--- config.mk ---
export PLATFORM = sky130hd
export DESIGN_NAME = quad_separating_axis_collision
export DESIGN_NICKNAME = d
export VERILOG_FILES = /design/src/hdl/qsac_pkg.sv /design/src/hdl/quad_separating_axis_collision.sv /design/src/hdl/qsac_ram.sv /design/src/hdl/qsac_iter_unit.sv
export SDC_FILE = /design/constraint.sdc
export NUM_CORES = 2
export LEC_CHECK = 0
export CAP_MARGIN = 20
export CORE_UTILIZATION = 60
export DETAILED_ROUTE_END_ITERATION = 10
export DONT_BUFFER_PORTS = 1
export GPL_ROUTABILITY_DRIVEN = 0
export PLACE_DENSITY = 0.73
export SLEW_MARGIN = 20
export SYNTH_ARGS = -nofsm -noshare
export SYNTH_HDL_FRONTEND = slang
export SYNTH_SLANG_ARGS = --single-unit
--- constraint.sdc ---
create_clock -name clk -period 32.3 [get_ports clk]
set_clock_uncertainty 0.2 [all_clocks]
set_input_delay 0 -clock clk [delete_from_list [all_inputs] [get_ports clk]]
set_output_delay 0 -clock clk [all_outputs]
set_load 0.03 [all_outputs]
--- src/hdl/qsac_pkg.sv ---
// ----------------------------------------------------------------------------
// qsac_pkg
// Shared types and constants for the quad separating-axis collision block.
// ----------------------------------------------------------------------------
package qsac_pkg;

    localparam int FIELD_W    = 16;
    localparam int DIST_W     = 25;
    localparam int LEN_FRAC   = 6;
    localparam logic [DIST_W-1:0] DIST_MAX = {DIST_W{1'b1}};

    typedef struct packed {
        logic signed [FIELD_W-1:0] vertex_x;
        logic signed [FIELD_W-1:0] vertex_y;
        logic        [DIST_W-1:0]  distance_bound;
    } qsac_in_t;

    typedef struct packed {
        logic                      overlap;
        logic        [DIST_W-1:0]  best_distance;
        logic signed [FIELD_W-1:0] normal_x;
        logic signed [FIELD_W-1:0] normal_y;
        logic                      improved;
    } qsac_out_t;

    typedef enum logic {
        OP_SQRT,
        OP_DIV
    } qsac_op_t;

    typedef struct packed {
        logic     start;
        qsac_op_t op;
    } qsac_iu_req_t;

    typedef enum logic [4:0] {
        S_LOAD,
        S_RD_P,
        S_RD_Q,
        S_DIFF,
        S_SQ_X,
        S_SQ_Y,
        S_CHK,
        S_SQRT_GO,
        S_SQRT_WAIT,
        S_DIVX_GO,
        S_DIVX_WAIT,
        S_DIVY_GO,
        S_DIVY_WAIT,
        S_PRJ_RD,
        S_PRJ_X,
        S_PRJ_Y,
        S_PRJ_UPD,
        S_CMP,
        S_GAP,
        S_DONE
    } qsac_state_t;

endpackage

--- src/hdl/quad_separating_axis_collision.sv ---
// ----------------------------------------------------------------------------
// quad_separating_axis_collision
// Separating-axis overlap test of two convex quads, one shared multiplier and
// one shared root/divide unit under a sequencer.
// ----------------------------------------------------------------------------
//  channel   dir  handshake          payload
//  in        in   in_valid/in_stall  qsac_in_t: one vertex, bound on first
//  out       out  out_valid/out_stall qsac_out_t: one result per eight vertices
//
//  a vertex takes one cycle; the eighth starts a test of up to eight axes
//  each axis is bounded by the bit-serial root/divide unit, UW bits wide
//  (46 at defaults)
//  no vertex is taken while a test runs
//  a waiting result does not block loading of the next quads
//  reset clears control state only
// ----------------------------------------------------------------------------
module quad_separating_axis_collision
    import qsac_pkg::*;
#(
    parameter int COORD_BITS       = 16,
    parameter int NORMAL_FRAC_BITS = 15
) (
    input  logic      clk,
    input  logic      rst_n,
    input  logic      in_valid,
    output logic      in_stall,
    input  qsac_in_t  in_data,
    output logic      out_valid,
    input  logic      out_stall,
    output qsac_out_t out_data
);

    localparam int CB    = COORD_BITS;
    localparam int NFB   = NORMAL_FRAC_BITS;
    localparam int NW    = NFB + 1;
    localparam int DXW   = CB + 1;
    localparam int SQW   = 2 * CB + 2;
    localparam int SW    = 2 * CB + 2 + 2 * LEN_FRAC;
    localparam int DW    = CB + NFB + 8;
    localparam int UWR   = (SW > DW) ? SW : DW;
    localparam int UW    = UWR + (UWR % 2);
    localparam int RW    = UW / 2;
    localparam int LW    = RW + 1;
    localparam int DVW   = RW + 2;
    localparam int REM_W = RW + 4;
    localparam int MA_W  = CB + 1;
    localparam int MB_W  = (CB + 1 > NW) ? CB + 1 : NW;
    localparam int PW    = MA_W + MB_W;
    localparam int PRW   = PW + 1;
    localparam int GW    = PRW + 1;
    localparam int GXW   = (GW + 1 > DIST_W + 1) ? GW + 1 : DIST_W + 1;
    localparam int SH    = NFB - 8;
    localparam logic [GXW-1:0] RND = (SH > 0) ? (GXW'(1) << ((SH > 0) ? SH - 1 : 0)) : '0;
    localparam logic [UW-1:0]  LIM = UW'(1) << NFB;

    qsac_state_t state_reg, state_next;

    logic [2:0]              cnt_reg;
    logic [2:0]              axis_reg;
    logic [2:0]              prj_reg;
    logic [DIST_W-1:0]       best_reg;
    logic signed [NW-1:0]    nx_reg, ny_reg;
    logic signed [NW-1:0]    nxc_reg, nyc_reg;
    logic                    imp_reg;
    logic                    ov_reg;
    logic signed [CB-1:0]    px_reg, py_reg;
    logic signed [DXW-1:0]   dx_reg, dy_reg;
    logic signed [PW-1:0]    prod_reg;
    logic [SQW-1:0]          s_reg;
    logic [LW-1:0]           len_reg;
    logic signed [PRW-1:0]   pr_reg;
    logic signed [PRW-1:0]   mn_reg [2];
    logic signed [PRW-1:0]   mx_reg [2];
    logic signed [GW-1:0]    g_reg;
    logic                    out_valid_reg;
    qsac_out_t               out_reg;

    logic                    in_acc;
    logic                    out_free;
    logic [2:0]              ram_raddr;
    logic [2*CB-1:0]         ram_rdata;
    logic [2*CB-1:0]         ram_wdata;
    logic [31:0]             fx_ext, fy_ext;
    logic signed [CB-1:0]    rx, ry;

    logic signed [MA_W-1:0]  mul_a;
    logic signed [MB_W-1:0]  mul_b;
    logic signed [PW-1:0]    mul_p;

    qsac_iu_req_t            iu_req;
    logic [UW-1:0]           iu_opnd;
    logic [DVW-1:0]          iu_dvsr;
    logic                    iu_done;
    logic [UW-1:0]           iu_q;
    logic [REM_W-1:0]        iu_rem;

    logic [DXW-1:0]          mag;
    logic                    sat_neg;
    logic signed [NW-1:0]    nsat;
    logic                    sep;
    logic signed [GW-1:0]    ga, gb;
    logic [GXW-1:0]          gu;
    logic [DIST_W-1:0]       gq;
    logic [2:0]              q_idx;

    assign in_acc   = in_valid && !in_stall;
    assign out_free = !out_valid_reg || !out_stall;
    assign q_idx    = {axis_reg[2], axis_reg[1:0] + 2'd1};

    assign fx_ext    = 32'($unsigned(in_data.vertex_x));
    assign fy_ext    = 32'($unsigned(in_data.vertex_y));
    assign ram_wdata = {fx_ext[CB-1:0], fy_ext[CB-1:0]};
    assign rx        = ram_rdata[2*CB-1:CB];
    assign ry        = ram_rdata[CB-1:0];

    qsac_ram #(
        .WIDTH (2 * CB),
        .DEPTH (8)
    ) u_vertex_ram (
        .clk   (clk),
        .we    (in_acc),
        .waddr (cnt_reg),
        .wdata (ram_wdata),
        .raddr (ram_raddr),
        .rdata (ram_rdata)
    );

    qsac_iter_unit #(
        .UW (UW)
    ) u_iter_unit (
        .clk   (clk),
        .rst_n (rst_n),
        .req   (iu_req),
        .opnd  (iu_opnd),
        .dvsr  (iu_dvsr),
        .done  (iu_done),
        .qr    (iu_q),
        .rem   (iu_rem)
    );

    assign mul_p = PW'(mul_a * mul_b);

    // normal saturation and rounding sign
    always_comb
    begin
        sat_neg = (state_reg == S_DIVX_WAIT) ? (dy_reg > 0) : (dx_reg < 0);
        if (sat_neg)
        begin
            if (iu_q > LIM)
            begin
                nsat = {1'b1, {NFB{1'b0}}};
            end
            else
            begin
                nsat = -$signed(iu_q[NW-1:0]);
            end
        end
        else
        begin
            if (iu_q >= LIM)
            begin
                nsat = {1'b0, {NFB{1'b1}}};
            end
            else
            begin
                nsat = $signed(iu_q[NW-1:0]);
            end
        end
    end

    // gap selection and conversion
    always_comb
    begin
        sep = !(mn_reg[0] <= mx_reg[1] && mx_reg[0] >= mn_reg[1]);
        ga  = GW'(mx_reg[1]) - GW'(mn_reg[0]);
        gb  = GW'(mx_reg[0]) - GW'(mn_reg[1]);
        gu  = (GXW'($unsigned(g_reg)) + RND) >> SH;
        gq  = (gu > GXW'(DIST_MAX)) ? DIST_MAX : gu[DIST_W-1:0];
    end

    // next state
    always_comb
    begin
        state_next = state_reg;
        unique case (state_reg)
            S_LOAD:      if (in_acc && cnt_reg == 3'd7) state_next = S_RD_P;
            S_RD_P:      state_next = S_RD_Q;
            S_RD_Q:      state_next = S_DIFF;
            S_DIFF:      state_next = S_SQ_X;
            S_SQ_X:      state_next = S_SQ_Y;
            S_SQ_Y:      state_next = S_CHK;
            S_CHK:       state_next = (s_reg == '0) ? S_DONE : S_SQRT_GO;
            S_SQRT_GO:   state_next = S_SQRT_WAIT;
            S_SQRT_WAIT: if (iu_done) state_next = S_DIVX_GO;
            S_DIVX_GO:   state_next = S_DIVX_WAIT;
            S_DIVX_WAIT: if (iu_done) state_next = S_DIVY_GO;
            S_DIVY_GO:   state_next = S_DIVY_WAIT;
            S_DIVY_WAIT: if (iu_done) state_next = S_PRJ_RD;
            S_PRJ_RD:    state_next = S_PRJ_X;
            S_PRJ_X:     state_next = S_PRJ_Y;
            S_PRJ_Y:     state_next = S_PRJ_UPD;
            S_PRJ_UPD:   state_next = (prj_reg == 3'd7) ? S_CMP : S_PRJ_RD;
            S_CMP:       state_next = sep ? S_DONE : S_GAP;
            S_GAP:       state_next = (axis_reg == 3'd7) ? S_DONE : S_RD_P;
            S_DONE:      if (out_free) state_next = S_LOAD;
            default:     state_next = S_LOAD;
        endcase
    end

    // sequencer outputs
    always_comb
    begin
        in_stall     = (state_reg != S_LOAD);
        ram_raddr    = prj_reg;
        mul_a        = MA_W'(dx_reg);
        mul_b        = MB_W'(dx_reg);
        iu_req.start = 1'b0;
        iu_req.op    = OP_DIV;
        mag          = (dy_reg < 0) ? DXW'(-dy_reg) : DXW'(dy_reg);
        iu_opnd      = (UW'(mag) << (NFB + 7)) + UW'(len_reg);
        iu_dvsr      = {len_reg, 1'b0};
        unique case (state_reg)
            S_RD_P:
            begin
                ram_raddr = axis_reg;
            end
            S_RD_Q:
            begin
                ram_raddr = q_idx;
            end
            S_SQ_Y:
            begin
                mul_a = MA_W'(dy_reg);
                mul_b = MB_W'(dy_reg);
            end
            S_SQRT_GO:
            begin
                iu_req.start = 1'b1;
                iu_req.op    = OP_SQRT;
                iu_opnd      = UW'(s_reg) << (2 * LEN_FRAC);
            end
            S_DIVX_GO:
            begin
                iu_req.start = 1'b1;
            end
            S_DIVY_GO:
            begin
                iu_req.start = 1'b1;
                mag          = (dx_reg < 0) ? DXW'(-dx_reg) : DXW'(dx_reg);
                iu_opnd      = (UW'(mag) << (NFB + 7)) + UW'(len_reg);
            end
            S_PRJ_X:
            begin
                mul_a = MA_W'(rx);
                mul_b = MB_W'(nxc_reg);
            end
            S_PRJ_Y:
            begin
                mul_a = MA_W'(ry);
                mul_b = MB_W'(nyc_reg);
            end
            default:
            begin
            end
        endcase
    end

    always_ff @(posedge clk or negedge rst_n)
    begin
        if (!rst_n)
        begin
            state_reg     <= S_LOAD;
            cnt_reg       <= '0;
            axis_reg      <= '0;
            prj_reg       <= '0;
            best_reg      <= '0;
            nx_reg        <= '0;
            ny_reg        <= '0;
            imp_reg       <= 1'b0;
            ov_reg        <= 1'b0;
            out_valid_reg <= 1'b0;
        end
        else
        begin
            state_reg <= state_next;
            if (state_reg == S_DONE && out_free)
            begin
                out_valid_reg <= 1'b1;
            end
            else if (out_valid_reg && !out_stall)
            begin
                out_valid_reg <= 1'b0;
            end
            unique case (state_reg)
                S_LOAD:
                begin
                    if (in_acc)
                    begin
                        if (cnt_reg == 3'd0)
                        begin
                            best_reg <= in_data.distance_bound;
                            nx_reg   <= '0;
                            ny_reg   <= '0;
                            imp_reg  <= 1'b0;
                        end
                        cnt_reg  <= cnt_reg + 3'd1;
                        axis_reg <= '0;
                    end
                end
                S_CHK:
                begin
                    ov_reg  <= 1'b0;
                    prj_reg <= '0;
                end
                S_PRJ_UPD:
                begin
                    prj_reg <= prj_reg + 3'd1;
                end
                S_CMP:
                begin
                    ov_reg <= 1'b0;
                end
                S_GAP:
                begin
                    if (gq <= best_reg)
                    begin
                        best_reg <= gq;
                        nx_reg   <= nxc_reg;
                        ny_reg   <= nyc_reg;
                        imp_reg  <= 1'b1;
                    end
                    axis_reg <= axis_reg + 3'd1;
                    ov_reg   <= 1'b1;
                end
                default:
                begin
                end
            endcase
        end
    end

    always_ff @(posedge clk)
    begin
        unique case (state_reg)
            S_RD_Q:
            begin
                px_reg <= rx;
                py_reg <= ry;
            end
            S_DIFF:
            begin
                dx_reg <= DXW'(rx) - DXW'(px_reg);
                dy_reg <= DXW'(ry) - DXW'(py_reg);
            end
            S_SQ_X, S_PRJ_X:
            begin
                prod_reg <= mul_p;
            end
            S_SQ_Y:
            begin
                s_reg <= SQW'($unsigned(prod_reg) + $unsigned(mul_p));
            end
            S_SQRT_WAIT:
            begin
                if (iu_done)
                begin
                    len_reg <= LW'(iu_q[RW-1:0])
                             + LW'(iu_rem > REM_W'(iu_q[RW-1:0]));
                end
            end
            S_DIVX_WAIT:
            begin
                if (iu_done)
                begin
                    nxc_reg <= nsat;
                end
            end
            S_DIVY_WAIT:
            begin
                if (iu_done)
                begin
                    nyc_reg <= nsat;
                end
            end
            S_PRJ_Y:
            begin
                pr_reg <= PRW'(prod_reg) + PRW'(mul_p);
            end
            S_PRJ_UPD:
            begin
                if (prj_reg[1:0] == 2'd0 || pr_reg > mx_reg[prj_reg[2]])
                begin
                    mx_reg[prj_reg[2]] <= pr_reg;
                end
                if (prj_reg[1:0] == 2'd0 || pr_reg < mn_reg[prj_reg[2]])
                begin
                    mn_reg[prj_reg[2]] <= pr_reg;
                end
            end
            S_CMP:
            begin
                g_reg <= (ga <= gb) ? ga : gb;
            end
            S_DONE:
            begin
                if (out_free)
                begin
                    out_reg.overlap       <= ov_reg;
                    out_reg.best_distance <= best_reg;
                    out_reg.normal_x      <= FIELD_W'(32'(nx_reg));
                    out_reg.normal_y      <= FIELD_W'(32'(ny_reg));
                    out_reg.improved      <= imp_reg;
                end
            end
            default:
            begin
            end
        endcase
    end

    assign out_valid = out_valid_reg;
    assign out_data  = out_reg;

    a_idle_count: assert property (@(posedge clk) disable iff (!rst_n)
        state_reg != S_LOAD |-> cnt_reg == 3'd0)
        else $error("vertex count nonzero during test");

    a_unit_done: assert property (@(posedge clk) disable iff (!rst_n)
        iu_done |-> (state_reg == S_SQRT_WAIT || state_reg == S_DIVX_WAIT
                     || state_reg == S_DIVY_WAIT))
        else $error("root/divide result outside a wait state");

    a_no_improve: assert property (@(posedge clk) disable iff (!rst_n)
        !imp_reg |-> (nx_reg == '0 && ny_reg == '0))
        else $error("normal set without improvement");

    a_best_monotone: assert property (@(posedge clk) disable iff (!rst_n)
        (state_reg != S_LOAD && $past(state_reg) != S_LOAD)
        |-> best_reg <= $past(best_reg))
        else $error("running best grew during test");

endmodule

--- src/hdl/qsac_ram.sv ---
// ----------------------------------------------------------------------------
// qsac_ram
// Generic single-write, single-read RAM with registered read data.
// ----------------------------------------------------------------------------
module qsac_ram #(
    parameter int WIDTH = 32,
    parameter int DEPTH = 8
) (
    input  logic                     clk,
    input  logic                     we,
    input  logic [$clog2(DEPTH)-1:0] waddr,
    input  logic [WIDTH-1:0]         wdata,
    input  logic [$clog2(DEPTH)-1:0] raddr,
    output logic [WIDTH-1:0]         rdata
);

    logic [WIDTH-1:0] mem [DEPTH];

    always_ff @(posedge clk)
    begin
        if (we)
        begin
            mem[waddr] <= wdata;
        end
        rdata <= mem[raddr];
    end

endmodule

--- src/hdl/qsac_iter_unit.sv ---
// ----------------------------------------------------------------------------
// qsac_iter_unit
// Shared bit-serial unit: integer square root (two bits a cycle in, one root
// bit out) and restoring division (one quotient bit a cycle).
// ----------------------------------------------------------------------------
module qsac_iter_unit
    import qsac_pkg::*;
#(
    parameter int UW = 46
) (
    input  logic                 clk,
    input  logic                 rst_n,
    input  qsac_iu_req_t         req,
    input  logic [UW-1:0]        opnd,
    input  logic [UW/2+1:0]      dvsr,
    output logic                 done,
    output logic [UW-1:0]        qr,
    output logic [UW/2+3:0]      rem
);

    localparam int RW    = UW / 2;
    localparam int DVW   = RW + 2;
    localparam int REM_W = RW + 4;
    localparam int CW    = $clog2(UW + 1);

    logic [UW-1:0]    opnd_reg, opnd_next;
    logic [UW-1:0]    qr_reg, qr_next;
    logic [REM_W-1:0] rem_reg, rem_next;
    logic [DVW-1:0]   dvsr_reg;
    logic [CW-1:0]    cnt_reg, cnt_next;
    logic             busy_reg, busy_next;
    logic             done_reg, done_next;
    qsac_op_t         op_reg;

    logic [REM_W-1:0] remsh;
    logic [REM_W-1:0] trial;

    always_comb
    begin
        if (op_reg == OP_SQRT)
        begin
            remsh = {rem_reg[REM_W-3:0], opnd_reg[UW-1:UW-2]};
            trial = REM_W'({qr_reg[RW-1:0], 2'b01});
        end
        else
        begin
            remsh = {rem_reg[REM_W-2:0], opnd_reg[UW-1]};
            trial = REM_W'(dvsr_reg);
        end
    end

    always_comb
    begin
        opnd_next = opnd_reg;
        qr_next   = qr_reg;
        rem_next  = rem_reg;
        cnt_next  = cnt_reg;
        busy_next = busy_reg;
        done_next = 1'b0;
        if (req.start)
        begin
            opnd_next = opnd;
            qr_next   = '0;
            rem_next  = '0;
            cnt_next  = (req.op == OP_SQRT) ? CW'(RW) : CW'(UW);
            busy_next = 1'b1;
        end
        else if (busy_reg)
        begin
            opnd_next = (op_reg == OP_SQRT) ? (opnd_reg << 2) : (opnd_reg << 1);
            if (remsh >= trial)
            begin
                rem_next = remsh - trial;
                qr_next  = {qr_reg[UW-2:0], 1'b1};
            end
            else
            begin
                rem_next = remsh;
                qr_next  = {qr_reg[UW-2:0], 1'b0};
            end
            cnt_next = cnt_reg - CW'(1);
            if (cnt_reg == CW'(1))
            begin
                busy_next = 1'b0;
                done_next = 1'b1;
            end
        end
    end

    always_ff @(posedge clk or negedge rst_n)
    begin
        if (!rst_n)
        begin
            busy_reg <= 1'b0;
            done_reg <= 1'b0;
            cnt_reg  <= '0;
        end
        else
        begin
            busy_reg <= busy_next;
            done_reg <= done_next;
            cnt_reg  <= cnt_next;
        end
    end

    always_ff @(posedge clk)
    begin
        opnd_reg <= opnd_next;
        qr_reg   <= qr_next;
        rem_reg  <= rem_next;
        if (req.start)
        begin
            op_reg   <= req.op;
            dvsr_reg <= dvsr;
        end
    end

    assign done = done_reg;
    assign qr   = qr_reg;
    assign rem  = rem_reg;

endmodule

==> impl_metrics.csv <==
group,metric,value,unit
synth,synthFlopType,"edfxtp_1",
die,io_pins,122,
sta,hold_violations,0,
synth,synth-seq-area-share,44.5,%
route,via_per_inst,6.05,
setup_path,critical_path_depth,38,
sta,rsz0062_at_grt,"no",
setup_path,startpoint,"state_reg[1]",
setup_path,worst-r2r-cell-count,38,
outcome,status,"completed",
synth,synth_cell_types,83,
place,io_buffers,0,
route,drtIter0Drc,3541,
global_routing,gr-usage-all-layers,29.8,%
power,peakVddDrop,53.4,uV
route,wl,154,mm
sta,whs,47.9,ps
setup_path,crit_required,32530,ps
clock_tree,cts_resized,0,
clock_tree,worstSkewPairLatency,700,ps
sta,worst_slew_pin_slew,1220,ps
final_layout,final_cells,7189,
final_layout,area_delta_synth_final,9.95,%
clock_tree,htreeDepth,3,
clock_tree,clockBufferDepth,3,
global_routing,grt_max_degree,129,
power,sw_frac_of_total,20.0,%
route,wl_per_cell,21.5,um
setup_path,r2r-end,"pr_reg[33]",
die,start_util,60.7,%
setup_path,cp.arrival,11160,ps
die,dieArea,105000,um^2
place,dp_hpwl,113,mm
setup_path,start_kind,"flip-flop",
sta,fmax,91.5,MHz
synth,synth_edf_count,781,
synth,ys_ff_latch,968,
global_routing,antenna_found_initial,3,
synth,syn_area,62000,um^2
global_routing,grt_pass1_wl,242,mm
global_routing,grt_pass1_vias,43645,
clock_tree,cts_inserted_buffers,99,
power,p_int,2030,uW
power,pwr-share-comb,0.8,%
power,power_switching,508,uW
run,drv_cap,0,
clock_tree,post-cts-setup-buffers,0,
clock_tree,cts_tree,"yes",
clock_tree,cts-root-buf,"clkbuf_16",
final_layout,final_common_cell,"edfxtp_1",
sta,period_share,33.8,%
route,drc,0,
final_layout,largest_reg_flops,256,
sta,fin_crit,10930,ps
setup_path,rr_startpoint,"state_reg[1]",
synth,async_flop_share,8.47,%
die,fp.dieW,324,um
final_layout,final_cell_mix,"edfxtp_1, inv_1, nand2_1, ha_1, nor2_1",
synth,yosysWarningCount,0,
synth,synthesis.nets,6451,
place,place_inst,6880,
sta,drv_slew,0,
power,power.density,37.2,nW/um^2
synth,avgSynthCellArea,10.9,um^2
power,p_leak,0.0282,uW
clock_tree,holdBufCountCts,120,
power,p_seq_share,52.6,%
power,power_frac_clock,46.6,%
clock_tree,cts_sinks,968,
setup_path,end_kind,"flip-flop",
global_routing,overflow,0,
synth,netlist_instances,5668,
setup_path,cp_max_fo,73,
route,firstDrtPassIters,6,
setup_path,endpoint,"pr_reg[33]",
final_layout,layout-drive-gt1-share,6.62,%
final_layout,postLayoutCoreUtil,66.7,%
sta,setup_viol,0,
die,core_area,102000,um^2
die,rows,117,
sta,slew-limit-headroom,18.5,%
setup_path,cpMaxStageDelayCell,"dfrtp_1",
route,vias,43509,
setup_path,rrSetupSlack,21370,ps
worst_hold_path,hold_path_class,"primary input to flip-flop",
setup_path,critical_path.top_delay_family,"adder cells",
setup_path,cp_num_buf_inv,7,
setup_path,max_stage_delay,630,ps
clock_tree,clk_pin_slew_worst_paths,70,ps
die,die_h,324,um
final_layout,fin_nets,6516,
final_layout,fillCellCount,7704,
sta,fin_setup_tns,0,ps
setup_path,setup.worst_path.class,"flip-flop to flip-flop",
route,postRouteAntennaNets,0,
-- through the flow --
stage | setup slack [ps] | cell area, um^2 | total power, uW
2_1_floorplan | 21910 | 62000 | 1360
3_3_place_gp | 21640 | 63500 | 1360
3_5_place_dp | 21300 | 63500 | 1360
4_1_cts | 21270 | 68200 | 2550
5_1_grt | 20620 | 68200 | 2600
6_report | 21370 | 68200 | 2540
-- layer usage --
metal	up-vias	global-route usage, %	wire length (um)
met3	423	4.74	10400
met4	0	14.7	8230
li1	20201	-	-
met1	21252	38.3	62500
met2	1633	49.3	73300
met5	-	0	0
-- power by group through the flow --
stage               clock network (uW)  registers, uW  logic, uW
floorplan                            0           1360      0.902
global placement                     0           1360       1.02
detailed placement                   0           1360       1.08
CTS                               1190           1340       19.4
global route                      1240           1330       21.4
finish                            1180           1340       19.9
-- worst min path at each step --
stage	start	to	slack, ps	cells after the start
after floorplan	rst_n	axis_reg[0]	-500	0
after global placement	rst_n	out_valid	-490	0
after detailed placement	rst_n	nx_reg[15]	-480	0
after CTS	in_valid	u_vertex_ram.mem[7][5]	20	3
after global routing	in_valid	u_vertex_ram.mem[5][7]	50	3
final	in_valid	u_vertex_ram.mem[3][9]	50	3
-- cell usage after synthesis, types with 11 or more instances --
cell type | instances | area (um^2)
a211o_1 | 11 | 96.3
a211oi_1 | 26 | 195
a21o_1 | 100 | 751
a21oi_1 | 312 | 1560
a221o_1 | 34 | 340
a22oi_1 | 15 | 113
a31oi_1 | 28 | 175
and2_1 | 22 | 138
and3_1 | 33 | 206
and4_1 | 13 | 114
buf_1 | 37 | 139
buf_2 | 14 | 70.1
clkbuf_1 | 152 | 571
dfrtp_1 | 82 | 2050
dfxtp_1 | 105 | 2100
edfxtp_1 | 781 | 23500
fa_1 | 303 | 6070
ha_1 | 419 | 5240
inv_1 | 644 | 2420
mux2_2 | 96 | 1080
mux2i_1 | 347 | 3470
nand2_1 | 440 | 1650
nand2b_1 | 37 | 231
nand3_1 | 85 | 425
nand4_1 | 62 | 388
nor2_1 | 405 | 1520
nor2b_1 | 44 | 275
nor3_1 | 99 | 495
nor4_1 | 31 | 194
o211ai_1 | 55 | 413
o21a_1 | 55 | 413
o21ai_0 | 234 | 1170
o21ai_1 | 29 | 145
o21bai_1 | 26 | 195
o31ai_1 | 39 | 293
or2_2 | 20 | 125
or3_1 | 22 | 138
xnor2_1 | 173 | 1520
xor2_1 | 86 | 753
-- worst min-delay path, delay by kind of cell --
family,cells,cell delay (ps)
and+or+nand+nor,2,400
buffers and inverters,1,290
-- final cells by class --
type / instances / area (um^2) / area share, %
Antenna cell: 2 / 5.00 / 0.00734
Clock buffer: 139 / 2850 / 4.18
Clock inverter: 48 / 546 / 0.800
Inverter: 646 / 2420 / 3.56
Multi-Input combinational cell: 3849 / 31400 / 46.1
Sequential cell: 968 / 27600 / 40.5
Tap cell: 1368 / 1710 / 2.51
Timing Repair Buffer: 169 / 1640 / 2.40
-- cells by family (layout without fill, tap and decap cells) --
kind of cell             after synthesis  in the layout  share of synthesized area [%]
other                                  0              2                              0
XOR/XNOR                             259            259                           3.66
multiplexers                         443            443                           7.34
buffers and inverters                851           1002                           5.20
flip-flops                           968            968                           44.5
AND/OR/NAND/NOR                     1351           1351                           10.0
AO/OA/AOI/OAI                       1073           1073                           11.0
adder cells (fa/ha/maj)              723            723                           18.2
Note: power is estimated with default switching activity, not from simulation.
